<file path="src/ndpl_pkg.sv">
// ----------------------------------------------------------------------------
// ndpl_pkg
// Shared types and constants of the nearest-neighbor downscaler with preview
// and luma outputs.
// ----------------------------------------------------------------------------
package ndpl_pkg;

  localparam int DIM_BITS   = 14;
  localparam int CHAN_BITS  = 16;
  localparam int ACC_BITS   = 30;
  localparam int PICK_BITS  = DIM_BITS + 1;
  localparam int SCALE_NUM_W = 2 * DIM_BITS + 1;
  localparam int DIV_NUM_W  = (SCALE_NUM_W > ACC_BITS) ? SCALE_NUM_W : ACC_BITS;
  localparam int DIV_DEN_W  = DIM_BITS + 1;
  localparam int DIV_LEN_W  = $clog2(DIV_NUM_W + 1);
  localparam int MUL_W      = 16;
  localparam int PROD_W     = 2 * MUL_W;
  localparam int LUMA_W     = 24;
  localparam int LUMA_FRAC  = 8;

  localparam logic [MUL_W-1:0] LUMA_COEF_R = 16'd13933;
  localparam logic [MUL_W-1:0] LUMA_COEF_G = 16'd46871;
  localparam logic [MUL_W-1:0] LUMA_COEF_B = 16'd4732;
  localparam logic [PROD_W-1:0] LUMA_ROUND = PROD_W'(128);

  // A 16-bit channel divided by 257 is exactly (x * 65281) >> 24.
  localparam logic [MUL_W-1:0] RECIP_257 = 16'hFF01;
  localparam int QUO_LSB = 24;
  localparam logic [DIV_LEN_W-1:0] FULL_DIV_LEN = DIV_LEN_W'(DIV_NUM_W);
  localparam logic [7:0] ARGB_ALPHA = 8'hFF;

  localparam int APB_ADDR_W = 5;
  localparam int APB_DATA_W = 32;
  localparam int REG_IDX_W  = 3;

  localparam logic [REG_IDX_W-1:0] REG_IMAGE_WIDTH  = 3'd0;
  localparam logic [REG_IDX_W-1:0] REG_IMAGE_HEIGHT = 3'd1;
  localparam logic [REG_IDX_W-1:0] REG_WIDE_SAMPLES = 3'd2;
  localparam logic [REG_IDX_W-1:0] REG_PREVIEW_EDGE = 3'd3;
  localparam logic [REG_IDX_W-1:0] REG_ALIGN_EDGE   = 3'd4;

  typedef struct packed {
    logic [CHAN_BITS-1:0] red_in;
    logic [CHAN_BITS-1:0] green_in;
    logic [CHAN_BITS-1:0] blue_in;
  } pix_t;

  typedef struct packed {
    logic [CHAN_BITS-1:0] full_red;
    logic [CHAN_BITS-1:0] full_green;
    logic [CHAN_BITS-1:0] full_blue;
    logic                 preview_valid;
    logic [31:0]          preview_word;
    logic                 align_valid;
    logic [LUMA_W-1:0]    align_luma;
    logic                 frame_last;
  } res_t;

  typedef struct packed {
    logic                 start;
    logic [DIV_LEN_W-1:0] len;
  } div_req_t;

  typedef struct packed {
    logic busy;
    logic done;
  } div_rsp_t;

endpackage

</file>
<file path="src/ndpl_pix_if.sv">
// ----------------------------------------------------------------------------
// ndpl_pix_if
// Valid/ready channel that carries one RGB input pixel per transfer.
// ----------------------------------------------------------------------------
interface ndpl_pix_if;
  logic          valid;
  logic          ready;
  ndpl_pkg::pix_t payload;

  modport source (output valid, output payload, input ready);
  modport sink (input valid, input payload, output ready);
endinterface

</file>
<file path="src/ndpl_res_if.sv">
// ----------------------------------------------------------------------------
// ndpl_res_if
// Valid/ready channel that carries one result item per transfer.
// ----------------------------------------------------------------------------
interface ndpl_res_if;
  logic          valid;
  logic          ready;
  ndpl_pkg::res_t payload;

  modport source (output valid, output payload, input ready);
  modport sink (input valid, input payload, output ready);
endinterface

</file>
<file path="src/ndpl_div.sv">
// ----------------------------------------------------------------------------
// ndpl_div
// Shared restoring divider that retires one quotient bit per cycle. The
// numerator is left-aligned and len gives the number of bits to process.
// ----------------------------------------------------------------------------
module ndpl_div (
  input  logic                            clk,
  input  logic                            rst_n,
  input  ndpl_pkg::div_req_t              req,
  input  logic [ndpl_pkg::DIV_NUM_W-1:0]  num,
  input  logic [ndpl_pkg::DIV_DEN_W-1:0]  den,
  output ndpl_pkg::div_rsp_t              rsp,
  output logic [ndpl_pkg::DIV_NUM_W-1:0]  quot
);

  logic [ndpl_pkg::DIV_LEN_W-1:0] cnt_r;
  logic                           done_r;
  logic [ndpl_pkg::DIV_NUM_W-1:0] num_r;
  logic [ndpl_pkg::DIV_NUM_W-1:0] quot_r;
  logic [ndpl_pkg::DIV_DEN_W-1:0] den_r;
  logic [ndpl_pkg::DIV_DEN_W-1:0] rem_r;
  logic [ndpl_pkg::DIV_DEN_W-1:0] rem_nxt;
  logic [ndpl_pkg::DIV_DEN_W:0]   trial;
  logic [ndpl_pkg::DIV_DEN_W:0]   diff;
  logic                           qbit;

  assign trial   = {rem_r, num_r[ndpl_pkg::DIV_NUM_W-1]};
  assign diff    = trial - {1'b0, den_r};
  assign qbit    = trial >= {1'b0, den_r};
  assign rem_nxt = qbit ? diff[ndpl_pkg::DIV_DEN_W-1:0] : trial[ndpl_pkg::DIV_DEN_W-1:0];

  always_ff @(posedge clk) begin
    if (!rst_n) begin
      cnt_r  <= '0;
      done_r <= 1'b0;
    end else begin
      done_r <= (cnt_r == ndpl_pkg::DIV_LEN_W'(1));
      if (req.start) begin
        cnt_r  <= req.len;
        num_r  <= num;
        den_r  <= den;
        rem_r  <= '0;
        quot_r <= '0;
      end else if (cnt_r != '0) begin
        cnt_r  <= cnt_r - 1'b1;
        num_r  <= {num_r[ndpl_pkg::DIV_NUM_W-2:0], 1'b0};
        rem_r  <= rem_nxt;
        quot_r <= {quot_r[ndpl_pkg::DIV_NUM_W-2:0], qbit};
      end
    end
  end

  assign rsp.busy = (cnt_r != '0);
  assign rsp.done = done_r;
  assign quot     = quot_r;

endmodule

</file>
<file path="src/nearest_downscale_preview_luma.sv">
// ----------------------------------------------------------------------------
// nearest_downscale_preview_luma
// Nearest-neighbor downscaler that passes RGB pixels through at 16 bits per
// channel and marks the pixels chosen for a preview and an alignment image.
// ----------------------------------------------------------------------------
// Pixels enter on in_pix in raster order and each gives a result on
// out_res. The frame size, sample width and both edge limits are written
// through the APB port; the user must write them only between pixels, as
// the block itself does not enforce this. At the first pixel of a frame the
// block computes the preview and alignment sizes, keeping width and height
// if the longer edge fits the limit, else scaling both. Each pixel is then
// handled with one shared multiplier and one shared bit-serial divider: an
// alignment pixel adds a luma multiply-accumulate, a preview pixel adds three
// reciprocal multiplies for the division by 257, and each pick index it
// advances adds a division. The divider sets the scale and pick figures. The
// result becomes valid in the same cycle that the block is ready again. It
// sits in an output register, so the next pixel is accepted while it waits.
// A stalled receiver only holds up the block once a new result is ready to
// replace the waiting one. Reset loads the register defaults, clears the
// position and the picks and empties the output register.
// ----------------------------------------------------------------------------
module nearest_downscale_preview_luma (
  input  logic                             clk,
  input  logic                             rst_n,
  ndpl_pix_if.sink                         in_pix,
  ndpl_res_if.source                       out_res,
  input  logic                             psel,
  input  logic                             penable,
  input  logic                             pwrite,
  input  logic [ndpl_pkg::APB_ADDR_W-1:0]  paddr,
  input  logic [ndpl_pkg::APB_DATA_W-1:0]  pwdata,
  output logic [ndpl_pkg::APB_DATA_W-1:0]  prdata,
  output logic                             pready
);

  localparam int DB = ndpl_pkg::DIM_BITS;

  typedef enum logic [3:0] {
    ST_IDLE, ST_SCALE, ST_SLOAD, ST_SDIV, ST_PIX, ST_MAC,
    ST_QUO, ST_QDIV, ST_PICK, ST_PDIV, ST_FIN
  } state_t;

  state_t state_r;

  logic [DB-1:0] img_w_r, img_h_r, prev_lim_r, align_lim_r;
  logic          wide_r;

  logic [DB-1:0] col_r, row_r;
  logic [DB-1:0] dims_r [4];
  logic [ndpl_pkg::PICK_BITS-1:0] picks_r [4];
  logic [ndpl_pkg::ACC_BITS-1:0]  acc_r [4];

  logic [ndpl_pkg::CHAN_BITS-1:0] red_r, grn_r, blu_r;
  logic [7:0]  q_r [3];
  logic [ndpl_pkg::PROD_W-1:0] mul_r, luma_r;
  logic [1:0]  scale_k_r, mac_k_r, chan_k_r, pick_k_r;
  logic        pcol_r, prow_r, acol_r, arow_r, last_col_r, last_row_r;
  logic        pv_r, av_r;

  logic          out_valid_r;
  ndpl_pkg::res_t out_r;

  logic [DB-1:0] w, h, pm, am, longest, dim_sel, lim_sel, pick_src;
  logic          first_px, fits, pick_en, fin_go, cfg_wr, in_go;
  logic [ndpl_pkg::MUL_W-1:0] mul_a, mul_b;
  logic [ndpl_pkg::CHAN_BITS-1:0] chan_sel;
  logic [ndpl_pkg::ACC_BITS-1:0]  acc_nxt;
  logic [DB:0]   col_inc, row_inc;

  ndpl_pkg::div_req_t div_req;
  ndpl_pkg::div_rsp_t div_rsp;
  logic [ndpl_pkg::DIV_NUM_W-1:0] div_num, div_quot;
  logic [ndpl_pkg::DIV_DEN_W-1:0] div_den;
  logic [DB-1:0] scale_q;
  logic [ndpl_pkg::PICK_BITS-1:0] pick_q;

  function automatic logic [ndpl_pkg::CHAN_BITS-1:0] widen(
    input logic [ndpl_pkg::CHAN_BITS-1:0] v, input logic wide);
    return wide ? v : {v[7:0], v[7:0]};
  endfunction

  assign w  = (img_w_r == '0) ? DB'(1) : img_w_r;
  assign h  = (img_h_r == '0) ? DB'(1) : img_h_r;
  assign pm = (prev_lim_r == '0) ? DB'(1) : prev_lim_r;
  assign am = (align_lim_r == '0) ? DB'(1) : align_lim_r;
  assign longest = (w > h) ? w : h;
  assign dim_sel = scale_k_r[0] ? h : w;
  assign lim_sel = scale_k_r[1] ? am : pm;
  assign fits    = longest <= lim_sel;
  assign first_px = (col_r == '0) && (row_r == '0);
  assign col_inc = {1'b0, col_r} + 1'b1;
  assign row_inc = {1'b0, row_r} + 1'b1;

  assign pready = 1'b1;
  assign cfg_wr = psel && penable && pwrite;
  assign in_pix.ready = (state_r == ST_IDLE);
  assign in_go = in_pix.valid && (state_r == ST_IDLE);
  assign fin_go = (state_r == ST_FIN) && (!out_valid_r || out_res.ready);

  always_comb begin
    unique case (paddr[4:2])
      ndpl_pkg::REG_IMAGE_WIDTH:  prdata = ndpl_pkg::APB_DATA_W'(img_w_r);
      ndpl_pkg::REG_IMAGE_HEIGHT: prdata = ndpl_pkg::APB_DATA_W'(img_h_r);
      ndpl_pkg::REG_WIDE_SAMPLES: prdata = ndpl_pkg::APB_DATA_W'(wide_r);
      ndpl_pkg::REG_PREVIEW_EDGE: prdata = ndpl_pkg::APB_DATA_W'(prev_lim_r);
      ndpl_pkg::REG_ALIGN_EDGE:   prdata = ndpl_pkg::APB_DATA_W'(align_lim_r);
      default:                    prdata = '0;
    endcase
  end

  always_comb begin
    case (chan_k_r)
      2'd0:    chan_sel = red_r;
      2'd1:    chan_sel = grn_r;
      default: chan_sel = blu_r;
    endcase
  end

  always_comb begin
    mul_a = '0;
    mul_b = '0;
    if (state_r == ST_SCALE) begin
      mul_a = ndpl_pkg::MUL_W'(dim_sel);
      mul_b = ndpl_pkg::MUL_W'(lim_sel);
    end else if (state_r == ST_QUO) begin
      mul_a = chan_sel;
      mul_b = ndpl_pkg::RECIP_257;
    end else if (state_r == ST_MAC) begin
      case (mac_k_r)
        2'd0: begin
          mul_a = red_r;
          mul_b = ndpl_pkg::LUMA_COEF_R;
        end
        2'd1: begin
          mul_a = grn_r;
          mul_b = ndpl_pkg::LUMA_COEF_G;
        end
        2'd2: begin
          mul_a = blu_r;
          mul_b = ndpl_pkg::LUMA_COEF_B;
        end
        default: begin
          mul_a = '0;
          mul_b = '0;
        end
      endcase
    end
  end

  always_comb begin
    case (pick_k_r)
      2'd0:    pick_en = pcol_r && !last_col_r;
      2'd1:    pick_en = last_col_r && prow_r;
      2'd2:    pick_en = acol_r && !last_col_r;
      default: pick_en = last_col_r && arow_r;
    endcase
  end

  assign pick_src = pick_k_r[0] ? h : w;
  assign acc_nxt  = acc_r[pick_k_r] + ndpl_pkg::ACC_BITS'(pick_src);

  always_comb begin
    div_req.start = 1'b0;
    div_req.len   = ndpl_pkg::FULL_DIV_LEN;
    div_num       = '0;
    div_den       = '0;
    unique case (state_r)
      ST_SLOAD: begin
        div_req.start = 1'b1;
        div_num = (ndpl_pkg::DIV_NUM_W'(mul_r) << 1) + ndpl_pkg::DIV_NUM_W'(longest);
        div_den = {longest, 1'b0};
      end
      ST_PICK: begin
        div_req.start = pick_en;
        div_num = ndpl_pkg::DIV_NUM_W'(acc_nxt);
        div_den = ndpl_pkg::DIV_DEN_W'(dims_r[pick_k_r]);
      end
      default: begin
        div_req.start = 1'b0;
      end
    endcase
  end

  assign scale_q = (div_quot == '0) ? DB'(1) : div_quot[DB-1:0];
  assign pick_q  = {|div_quot[ndpl_pkg::DIV_NUM_W-1:DB], div_quot[DB-1:0]};

  ndpl_div u_div (
    .clk   (clk),
    .rst_n (rst_n),
    .req   (div_req),
    .num   (div_num),
    .den   (div_den),
    .rsp   (div_rsp),
    .quot  (div_quot)
  );

  always_ff @(posedge clk) begin
    if (!rst_n) begin
      state_r     <= ST_IDLE;
      img_w_r     <= DB'(1);
      img_h_r     <= DB'(1);
      wide_r      <= 1'b1;
      prev_lim_r  <= DB'(1024);
      align_lim_r <= DB'(512);
      col_r       <= '0;
      row_r       <= '0;
      out_valid_r <= 1'b0;
      for (int k = 0; k < 4; k++) begin
        picks_r[k] <= '0;
        acc_r[k]   <= '0;
      end
    end else begin
      mul_r <= mul_a * mul_b;
      if (cfg_wr) begin
        unique case (paddr[4:2])
          ndpl_pkg::REG_IMAGE_WIDTH:  img_w_r     <= pwdata[DB-1:0];
          ndpl_pkg::REG_IMAGE_HEIGHT: img_h_r     <= pwdata[DB-1:0];
          ndpl_pkg::REG_WIDE_SAMPLES: wide_r      <= pwdata[0];
          ndpl_pkg::REG_PREVIEW_EDGE: prev_lim_r  <= pwdata[DB-1:0];
          ndpl_pkg::REG_ALIGN_EDGE:   align_lim_r <= pwdata[DB-1:0];
          default: ;
        endcase
      end
      if (fin_go) begin
        out_valid_r <= 1'b1;
      end else if (out_res.ready) begin
        out_valid_r <= 1'b0;
      end
      unique case (state_r)
        ST_IDLE: begin
          if (in_go) begin
            red_r     <= widen(in_pix.payload.red_in, wide_r);
            grn_r     <= widen(in_pix.payload.green_in, wide_r);
            blu_r     <= widen(in_pix.payload.blue_in, wide_r);
            scale_k_r <= 2'd0;
            if (first_px) begin
              for (int k = 0; k < 4; k++) begin
                picks_r[k] <= '0;
                acc_r[k]   <= '0;
              end
              state_r <= ST_SCALE;
            end else begin
              state_r <= ST_PIX;
            end
          end
        end
        ST_SCALE: begin
          if (fits) begin
            dims_r[scale_k_r] <= dim_sel;
            scale_k_r <= scale_k_r + 1'b1;
            state_r <= (scale_k_r == 2'd3) ? ST_PIX : ST_SCALE;
          end else begin
            state_r <= ST_SLOAD;
          end
        end
        ST_SLOAD: begin
          state_r <= ST_SDIV;
        end
        ST_SDIV: begin
          if (div_rsp.done) begin
            dims_r[scale_k_r] <= scale_q;
            scale_k_r <= scale_k_r + 1'b1;
            state_r <= (scale_k_r == 2'd3) ? ST_PIX : ST_SCALE;
          end
        end
        ST_PIX: begin
          pcol_r     <= {1'b0, col_r} == picks_r[0];
          prow_r     <= {1'b0, row_r} == picks_r[1];
          acol_r     <= {1'b0, col_r} == picks_r[2];
          arow_r     <= {1'b0, row_r} == picks_r[3];
          last_col_r <= col_inc >= {1'b0, w};
          last_row_r <= row_inc >= {1'b0, h};
          pv_r <= ({1'b0, col_r} == picks_r[0]) &&
                  ({1'b0, row_r} == picks_r[1]);
          av_r <= ({1'b0, col_r} == picks_r[2]) &&
                  ({1'b0, row_r} == picks_r[3]);
          luma_r   <= ndpl_pkg::LUMA_ROUND;
          mac_k_r  <= 2'd0;
          chan_k_r <= 2'd0;
          pick_k_r <= 2'd0;
          state_r  <= (({1'b0, col_r} == picks_r[2]) && ({1'b0, row_r} == picks_r[3])) ?
                      ST_MAC : ST_QUO;
        end
        ST_MAC: begin
          if (mac_k_r != 2'd0) begin
            luma_r <= luma_r + mul_r;
          end
          mac_k_r <= mac_k_r + 1'b1;
          if (mac_k_r == 2'd3) begin
            state_r <= ST_QUO;
          end
        end
        ST_QUO: begin
          state_r <= pv_r ? ST_QDIV : ST_PICK;
        end
        ST_QDIV: begin
          q_r[chan_k_r] <= mul_r[ndpl_pkg::QUO_LSB +: 8];
          chan_k_r <= chan_k_r + 1'b1;
          state_r <= (chan_k_r == 2'd2) ? ST_PICK : ST_QUO;
        end
        ST_PICK: begin
          if (pick_en) begin
            acc_r[pick_k_r] <= acc_nxt;
            state_r <= ST_PDIV;
          end else begin
            pick_k_r <= pick_k_r + 1'b1;
            state_r <= (pick_k_r == 2'd3) ? ST_FIN : ST_PICK;
          end
        end
        ST_PDIV: begin
          if (div_rsp.done) begin
            picks_r[pick_k_r] <= pick_q;
            pick_k_r <= pick_k_r + 1'b1;
            state_r <= (pick_k_r == 2'd3) ? ST_FIN : ST_PICK;
          end
        end
        ST_FIN: begin
          if (fin_go) begin
            out_r.full_red      <= red_r;
            out_r.full_green    <= grn_r;
            out_r.full_blue     <= blu_r;
            out_r.preview_valid <= pv_r;
            out_r.align_valid   <= av_r;
            out_r.preview_word  <= pv_r ?
                                   {ndpl_pkg::ARGB_ALPHA, q_r[0], q_r[1], q_r[2]} : '0;
            out_r.align_luma    <= av_r ?
                                   luma_r[ndpl_pkg::LUMA_FRAC +: ndpl_pkg::LUMA_W] : '0;
            out_r.frame_last    <= last_col_r && last_row_r;
            if (last_col_r) begin
              picks_r[0] <= '0;
              picks_r[2] <= '0;
              acc_r[0]   <= '0;
              acc_r[2]   <= '0;
              col_r      <= '0;
              row_r      <= last_row_r ? '0 : row_inc[DB-1:0];
            end else begin
              col_r <= col_inc[DB-1:0];
            end
            state_r <= ST_IDLE;
          end
        end
        default: begin
          state_r <= ST_IDLE;
        end
      endcase
    end
  end

  assign out_res.valid   = out_valid_r;
  assign out_res.payload = out_r;

  // The divider is never restarted while it still works on a quotient.
  a_div_no_overlap: assert property (@(posedge clk) disable iff (!rst_n)
    div_req.start |-> !div_rsp.busy)
    else $error("divider started while busy");

  // A new result only appears from the final step of the sequence.
  a_result_from_fin: assert property (@(posedge clk) disable iff (!rst_n)
    $rose(out_valid_r) |-> $past(state_r == ST_FIN))
    else $error("result appeared outside the final step");

  // Scaled sizes are never zero once a pixel is evaluated.
  a_dims_nonzero: assert property (@(posedge clk) disable iff (!rst_n)
    (state_r == ST_PIX) |->
      (dims_r[0] != '0 && dims_r[1] != '0 && dims_r[2] != '0 && dims_r[3] != '0))
    else $error("scaled size is zero");

  // After the last pixel of a frame the position returns to the origin.
  a_frame_wrap: assert property (@(posedge clk) disable iff (!rst_n)
    (fin_go && last_col_r && last_row_r) |=> (col_r == '0 && row_r == '0))
    else $error("position not cleared at frame end");

endmodule

</file>
<file path="src/flat_wrapper.sv">
// flat-port wrapper written by rule: the top's interface ports become plain ports
module nearest_downscale_preview_luma_flat 
  (clk, rst_n, psel, penable, pwrite, paddr, pwdata, prdata, pready, in_pix_valid, in_pix_payload, in_pix_ready, out_res_valid, out_res_payload, out_res_ready);
  ndpl_pix_if in_pix_i ();
  ndpl_res_if out_res_i ();
  input  logic clk;
  input  logic rst_n;
  input  logic psel;
  input  logic penable;
  input  logic pwrite;
  input  logic [ndpl_pkg::APB_ADDR_W-1:0] paddr;
  input  logic [ndpl_pkg::APB_DATA_W-1:0] pwdata;
  output logic [ndpl_pkg::APB_DATA_W-1:0] prdata;
  output logic pready;
  input wire logic [$bits(in_pix_i.valid)-1:0] in_pix_valid;
  input wire logic [$bits(in_pix_i.payload)-1:0] in_pix_payload;
  output wire logic [$bits(in_pix_i.ready)-1:0] in_pix_ready;
  output wire logic [$bits(out_res_i.valid)-1:0] out_res_valid;
  output wire logic [$bits(out_res_i.payload)-1:0] out_res_payload;
  input wire logic [$bits(out_res_i.ready)-1:0] out_res_ready;
  assign in_pix_i.valid = in_pix_valid;
  assign in_pix_i.payload = in_pix_payload;
  assign in_pix_ready = in_pix_i.ready;
  assign out_res_valid = out_res_i.valid;
  assign out_res_payload = out_res_i.payload;
  assign out_res_i.ready = out_res_ready;
  nearest_downscale_preview_luma u_core (.clk(clk), .rst_n(rst_n), .in_pix(in_pix_i), .out_res(out_res_i), .psel(psel), .penable(penable), .pwrite(pwrite), .paddr(paddr), .pwdata(pwdata), .prdata(prdata), .pready(pready));
endmodule
</file>
<file path="config.mk">
export PLATFORM = sky130hd
export DESIGN_NAME = nearest_downscale_preview_luma_flat
export DESIGN_NICKNAME = d
export VERILOG_FILES = /design/src/ndpl_pkg.sv /design/src/ndpl_pix_if.sv /design/src/ndpl_res_if.sv /design/src/ndpl_div.sv /design/src/nearest_downscale_preview_luma.sv /design/src/flat_wrapper.sv
export SDC_FILE = /design/constraint.sdc
export NUM_CORES = 2
export LEC_CHECK = 0
export BUFFER_PORTS_ARGS = -buffer_cell sky130_fd_sc_hd__buf_2
export CORE_MARGIN = 3
export CORE_UTILIZATION = 60
export DETAILED_ROUTE_END_ITERATION = 10
export GPL_TIMING_DRIVEN = 1
export PLACE_DENSITY = 0.78
export SLEW_MARGIN = 20
export SYNTH_ARGS = -nofsm -noshare
export SYNTH_HDL_FRONTEND = slang
export SYNTH_HIERARCHICAL = 1
export SYNTH_SLANG_ARGS = --single-unit
</file>
<file path="constraint.sdc">
create_clock -name clk -period 8.79 [get_ports clk]
set_input_delay 0 -clock clk [delete_from_list [all_inputs] [get_ports clk]]
set_output_delay 0 -clock clk [all_outputs]
set_load 0.01 [all_outputs]
</file>
After elaboration in Yosys (flattened, before gate mapping)
Memories as Yosys holds them, arrays and structs flattened. A register that Yosys moved wholly into a read port is not among the register bits.
Cells that the tools add are included.

word-level totals
  bits in registers = 421
  memory bits (writable) = 260
  output and inout bits = 142
  word-level logic and storage cells = 283
  memories = 4

cells by class
  add/subtract/negate cells = 11
  multiply operators = 1
  $lt $le $gt $ge = 5
  equality and inequality tests = 36
  mux-type cells = 113
  bitwise operators = 14
  reductions and logical operators = 57

memory list
  memory          depth  width  rd ports  clocked after Yosys merged registers in  write ports  RTL line                              RTL
  u_core.acc_r    4      30     1         1                                        4            nearest_downscale_preview_luma.sv:51  logic [ndpl_pkg::ACC_BITS-1:0] acc_r [4];
  u_core.picks_r  4      15     4         0                                        4            nearest_downscale_preview_luma.sv:50  logic [ndpl_pkg::PICK_BITS-1:0] picks_r [4];
  u_core.dims_r   4      14     1         1                                        1            nearest_downscale_preview_luma.sv:49  logic [DB-1:0] dims_r [4];
  u_core.q_r      3      8      3         0                                        1            nearest_downscale_preview_luma.sv:54  logic [7:0] q_r [3];

operator list
  kind                     number
  $mux W30                 10
  $mux W14                 12
  $mux W16                 9
  $mux W15                 9
  $pmux W16 S3             2
  $logic_not A14 Y1        6
  $pmux W14 S5             1
  $mux W32                 2
  $pmux W32 S2             1
  $add A30 B14 Y30         2
  $eq A14 B15 Y1           4
  $pmux W30 S2             1
  $pmux W4 S11             1
  $mux W4                  9
  $mux W1                  33
  $add A32 B32 Y32         1
  $mul A16 B16 Y32         1
  $pmux W16 S2             1
  $add A14 B1 Y15 const B  2
  $ge A15 B14 Y1           2
  $logic_not A30 Y1        1
  $pmux W15 S2             1
  $reduce_or A30 Y1        1
  $mux W2                  11
  other kinds (42)         114

Depth between registers and ports, before layout
  depth in word-level cells = 10
  mapped depth = 32
  gate-level depth less buffers = 29

Cells and area by module
Netlist, hierarchy kept.

modules (own cells, without submodules)
  module                          instances  cells each  area an instance (um2)
  nearest_downscale_preview_luma  1          3,730       38,615.8
  ndpl_div                        1          360         4,705.8

Least setup slack after synthesis
Ideal clock, no wire load.

  path kind = register to register
  from = register u_core.chan_k_r[0]
  to = register u_core/mul_r[28] (netlist name) (data pin)
  data arrival time = 7,323 ps
  data required time = 8,655 ps
  path slack = 1,332 ps
  cell stages (with the launch flop) = 29
  buffers on the path = 2
  period minus slack after synthesis = 7,458 ps
  cell sequence = edfxtp_1 inv_1 ha_1 clkbuf_1 nor2_1 clkbuf_1 nand2_1 a21oi_1 nor3_1 a21oi_1 nand2_1 fa_1 fa_1 inv_1 fa_1 fa_1 fa_1 inv_1 fa_1 inv_1 ha_1 a21oi_1 nor2_1 o41ai_4 o21ai_2 a221oi_2 o21ai_2 or4_1 nand3_1

between the ends
  word-level cells in the longest chain between the ends = 5
  elaborated cells on any way between the ends = 6

ends and longest elaborated chain
  element                                                  RTL line                               RTL
  from (decl)                                              nearest_downscale_preview_luma.sv:56   logic [1:0] scale_k_r, mac_k_r, chan_k_r, pick_k_r;
  from (signal assigned)                                   nearest_downscale_preview_luma.sv:298  chan_k_r <= chan_k_r + 1'b1;
  $eq A2 B1 Y1 / $logic_not A2 Y1 (equally long branches)  nearest_downscale_preview_luma.sv:112  case (chan_k_r)
  $pmux W16 S2 (*)                                         nearest_downscale_preview_luma.sv:112
  $mux W16 (*)                                             nearest_downscale_preview_luma.sv:125  end else if (state_r == ST_QUO) begin
  $mux W16 (*)                                             nearest_downscale_preview_luma.sv:122  if (state_r == ST_SCALE) begin
  $mul A16 B16 Y32 (*)                                     nearest_downscale_preview_luma.sv:213  mul_r <= mul_a * mul_b;
  to (signal assigned)                                     nearest_downscale_preview_luma.sv:213
  to (decl)                                                nearest_downscale_preview_luma.sv:55   logic [ndpl_pkg::PROD_W-1:0] mul_r, luma_r;

Every way passes the cells marked *; elsewhere a longest branch is shown, timed or not.
A chain may end at the register's enable or synchronous reset.

Worst setup path after layout
  from = register u_core.state_r[2]
  to = register u_core/mul_r[28] (netlist name) (data pin)

between the ends
  word-level cells in the longest chain between the ends = 5
  elaborated cells on any way between the ends = 10

ends and longest elaborated chain
  element                 RTL line                               RTL
  from (decl)             nearest_downscale_preview_luma.sv:43   state_t state_r;
  from (signal assigned)  nearest_downscale_preview_luma.sv:251  state_r <= (scale_k_r == 2'd3) ? ST_PIX : ST_SCALE;
  from (signal assigned)  nearest_downscale_preview_luma.sv:263  state_r <= (scale_k_r == 2'd3) ? ST_PIX : ST_SCALE;
  from (signal assigned)  nearest_downscale_preview_luma.sv:281  state_r <= (({1'b0, col_r} == picks_r[2]) && ({1'b0, row_r} == picks_r[3])) ?
  $eq A4 B3 Y1            nearest_downscale_preview_luma.sv:128  end else if (state_r == ST_MAC) begin
  $mux W16                nearest_downscale_preview_luma.sv:128
  $mux W16                nearest_downscale_preview_luma.sv:125
  $mux W16                nearest_downscale_preview_luma.sv:122
  $mul A16 B16 Y32 (*)    nearest_downscale_preview_luma.sv:213

Marks and branches as above.

==> impl_metrics.yaml <==
timing:
  max_slew_margin_pct: 15.8
  final-setup-viol-count: 0
  worst_hold_slack_ns: 0.0533
  slew_violations: 0
  rsz0062_at_grt: "false"
  tns_ns: 0
  finalCriticalPeriod_ns: 8.14
  fin_crit_sh_pct: 92.6
  max_clock_freq_mhz: 123
  finalHoldViolCount: 0
  fin_worst_skew_ns: 0.0351
  worst_slew_pin_slew_ns: 1.23
cts:
  post_cts_resized: 0
  clk_pin_slew_ns: 0.06
  cts_tree: "yes"
  cts_max_level: 3
  cts_buffer_depth: 3
  cts_made_buffers: 74
  post-cts-setup-buffers: 0
  cts_root_buf: "clkbuf_16"
  numClockSinks: 675
  clock_latency_ns: 0.64
  holdBufCountCts: 70
yosys:
  synth-seq-area-share_pct: 44.5
  synthTopCellsByArea: "edfxtp_1, fa_1, ha_1, dfxtp_1, nor2_1"
  yosys.area.top_type: "edfxtp_1"
  yosysUniqueCellTypes: 102
  syn_area_um2: 43300
  yosysMostFrequentCell: "edfxtp_1"
  ys_seq_elements: 675
  async_reset_ff_share_pct: 0
  yosys-top-cells-count: "edfxtp_1, nor2_1, nand2_1"
  syn_inst: 4090
  yosys_warnings: 6
  synth-edff-count: 577
  synth_top_area_share_pct: 40.0
  synth_top_flop_cell: "edfxtp_1"
  syn_avg_cell_area_um2: 10.6
global_routing:
  grt_pass1_vias: 32817
  grt_pass1_wl_mm: 183
  grt_max_degree: 85
  antenna_found_initial: 2
  track_usage_pct: 31.6
  grt_overflow_total: 0
worst_hold_path:
  hp-start: "psel"
  holdPathEnd: "u_core/img_w_r[8]$_SDFFE_PN0P_"
  min_path_type: "input port to flip-flop"
  min_path_cells: 6
setup_path:
  path_max_fanout: 15
  crit_family: "adder cells"
  r2r_slack_ns: 0.65
  cpPeakStageDelay_ns: 0.65
  crit_path_frequent_cell: "fa_1"
  cp-end-kind: "flip-flop"
  path_class: "flip-flop to flip-flop"
  critPathSlowestCell: "a21oi_1"
  cp_num_buf_inv: 4
  rr_startpoint: "u_core/state_r[2]$_SDFFE_PN0P_"
  reg2reg_depth: 25
  crit_path_start_kind: "flip-flop"
  arrival_ns: 8.63
  cp_data_required_time_ns: 9.28
  r2r-end: "u_core/mul_r[28]$_DFFE_PP_"
route:
  wl_per_cell_um: 22.1
  dr.pass1.iters: 6
  drt-initial-drc-count: 3381
  routed-wl-met2_mm: 56.6
  viasPerCell: 6.10
  routed_wl_mm: 117
  routed.top_layer: "met5"
  detail-route-antenna-nets: 0
  wl_met3_mm: 9.98
  drt-met1-wl_mm: 43.3
  post-route-drc-count: 0
  vias: 32467
layout:
  fin_nets: 4866
  syn_to_final_growth_pct: 11.9
  drive_gt1_share_pct: 12.8
floorplanning:
  start_util_pct: 61.2
  fp.dieW_um: 275
  die_h_um: 275
  io_pins: 234
  row_count: 97
  design.die.area_um2: 75500
  fp.coreArea_um2: 70800
power_and_ir_drop:
  peakVddDrop_mv: 0.148
  power_per_cell_area_nw_per_um2: 202
  p_leak_uw: 0.0203
placement:
  io_buffer_count: 194
  gp_congestion: 1.02
  dp_hpwl_mm: 84.3
run_status:
  status: "finished clean"
job:
  max_cap_violations: 0
where the power goes:
group	switching (uW)	leakage [uW]	internal (uW)	total, uW
sequential	260	0.00650	3970	4230
clock	1320	0.00115	1770	3090
combinational	1540	0.0127	959	2500
total	3120	0.0203	6700	9820
worst min-delay path: stages:
cell and delay [ns]:
buf_2 0.11, nand3_1 0.17, nor4_2 0.06, buf_4 0.19, nand2_1 0.08, a21oi_1 0.05
cells by family (layout without fill, tap and decap cells):
| kind of cell | Yosys count | count (layout) | synth area share (%) |
|---|---|---|---|
| other cells | 2 | 27 | 0.0173 |
| flops | 675 | 675 | 44.5 |
| xor+xnor | 176 | 176 | 3.58 |
| buf+inv | 601 | 869 | 5.57 |
| fa+ha+maj | 453 | 453 | 16.5 |
| mux | 157 | 157 | 5.03 |
| simple gates | 1368 | 1368 | 14.8 |
| compound gates | 658 | 658 | 9.98 |
worst max-delay path by stage:
stage                                           from                    endpoint  slack [ns]  cells after the start
floorplan           u_core/chan_k_r[0]$_SDFFCE_PP0P_  u_core/mul_r[28]$_DFFE_PP_        1.33                     28
global placement     u_core/mac_k_r[0]$_SDFFCE_PP0P_  u_core/mul_r[28]$_DFFE_PP_        0.88                     24
detailed placement   u_core/mac_k_r[0]$_SDFFCE_PP0P_  u_core/mul_r[28]$_DFFE_PP_        0.77                     24
CTS                  u_core/mac_k_r[0]$_SDFFCE_PP0P_  u_core/mul_r[28]$_DFFE_PP_        0.73                     24
global route         u_core/mac_k_r[0]$_SDFFCE_PP0P_  u_core/mul_r[28]$_DFFE_PP_        0.26                     25
finish                u_core/state_r[2]$_SDFFE_PN0P_  u_core/mul_r[28]$_DFFE_PP_        0.65                     25
layer usage:
layer | global-route usage [%] | up-vias
li1 | - | 14713
met4 | 17.3 | 2
met3 | 5.95 | 406
met2 | 52.9 | 1568
met5 | 0 | -
met1 | 39.0 | 15778
cells in the final DEF (no fill, tap or decap), types with 15 or more instances in the layout:
cell and n:
edfxtp_1 577, a21o_1 43, o22ai_1 33, xor2_1 89
nor3_1 51, a222oi_1 16, buf_4 94, o21ai_1 15
o21ai_0 128, a22oi_1 32, mux4_2 43, and2_1 82
clkbuf_16 75, o21a_1 36, nand2_1 406, and3_1 92
nor2_1 432, o21bai_1 15, a21oi_1 195, nand4_1 29
nand2b_1 28, fa_1 198, ha_1 255, xnor2_1 86
mux2_2 55, inv_1 371, dlygate4sd3_1 70, nor2b_1 59
nor4_1 38, mux2i_1 59, nand3_1 62, conb_1 26
a211oi_1 23, buf_2 194, a31oi_1 15, dfxtp_1 96
sequential cells by signal, indices dropped and copies added, names as in the netlist, 14 cells and up, named ones only:
name                    flops
u_core/picks_r             60
u_core/dims_r              56
u_core/acc_r              120
u_core/row_r               14
u_core/u_div/rem_r         15
u_core/blu_r               16
u_core/luma_r              32
u_core/mul_r               32
u_core/u_div/quot          30
u_core/col_r               14
u_core/prev_lim_r          14
u_core/img_h_r             14
u_core/u_div/num_r         30
u_core/align_lim_r         14
u_core/q_r                 24
u_core/u_div/den_r         15
u_core/out_res.payload     99
u_core/red_r               16
u_core/img_w_r             14
u_core/grn_r               16
stage by stage:
step	instances	utilization [%]	total power, uW	instance area (um2)	worst slack, ns
after global placement	5114	64.1	6630	45300	0.880
after CTS	5321	68.5	9810	48500	0.726
after detailed placement	5114	64.1	6700	45300	0.766
after global routing	5323	68.5	10300	48500	0.264
after floorplan	4114	-	5980	43400	1.33
final	5323	68.5	9820	48500	0.652
layout make-up:
class	count	area [um2]
inverters	373	1400
diodes	1	2.50
flip-flops and latches	675	19300
clock inverters	45	463
repair buffers	359	2400
fillers	5142	22300
multi-input cells	2838	21800
well taps	940	1180
clock buffers	92	1970
No activity file was read; power rests on OpenSTA's default activity.
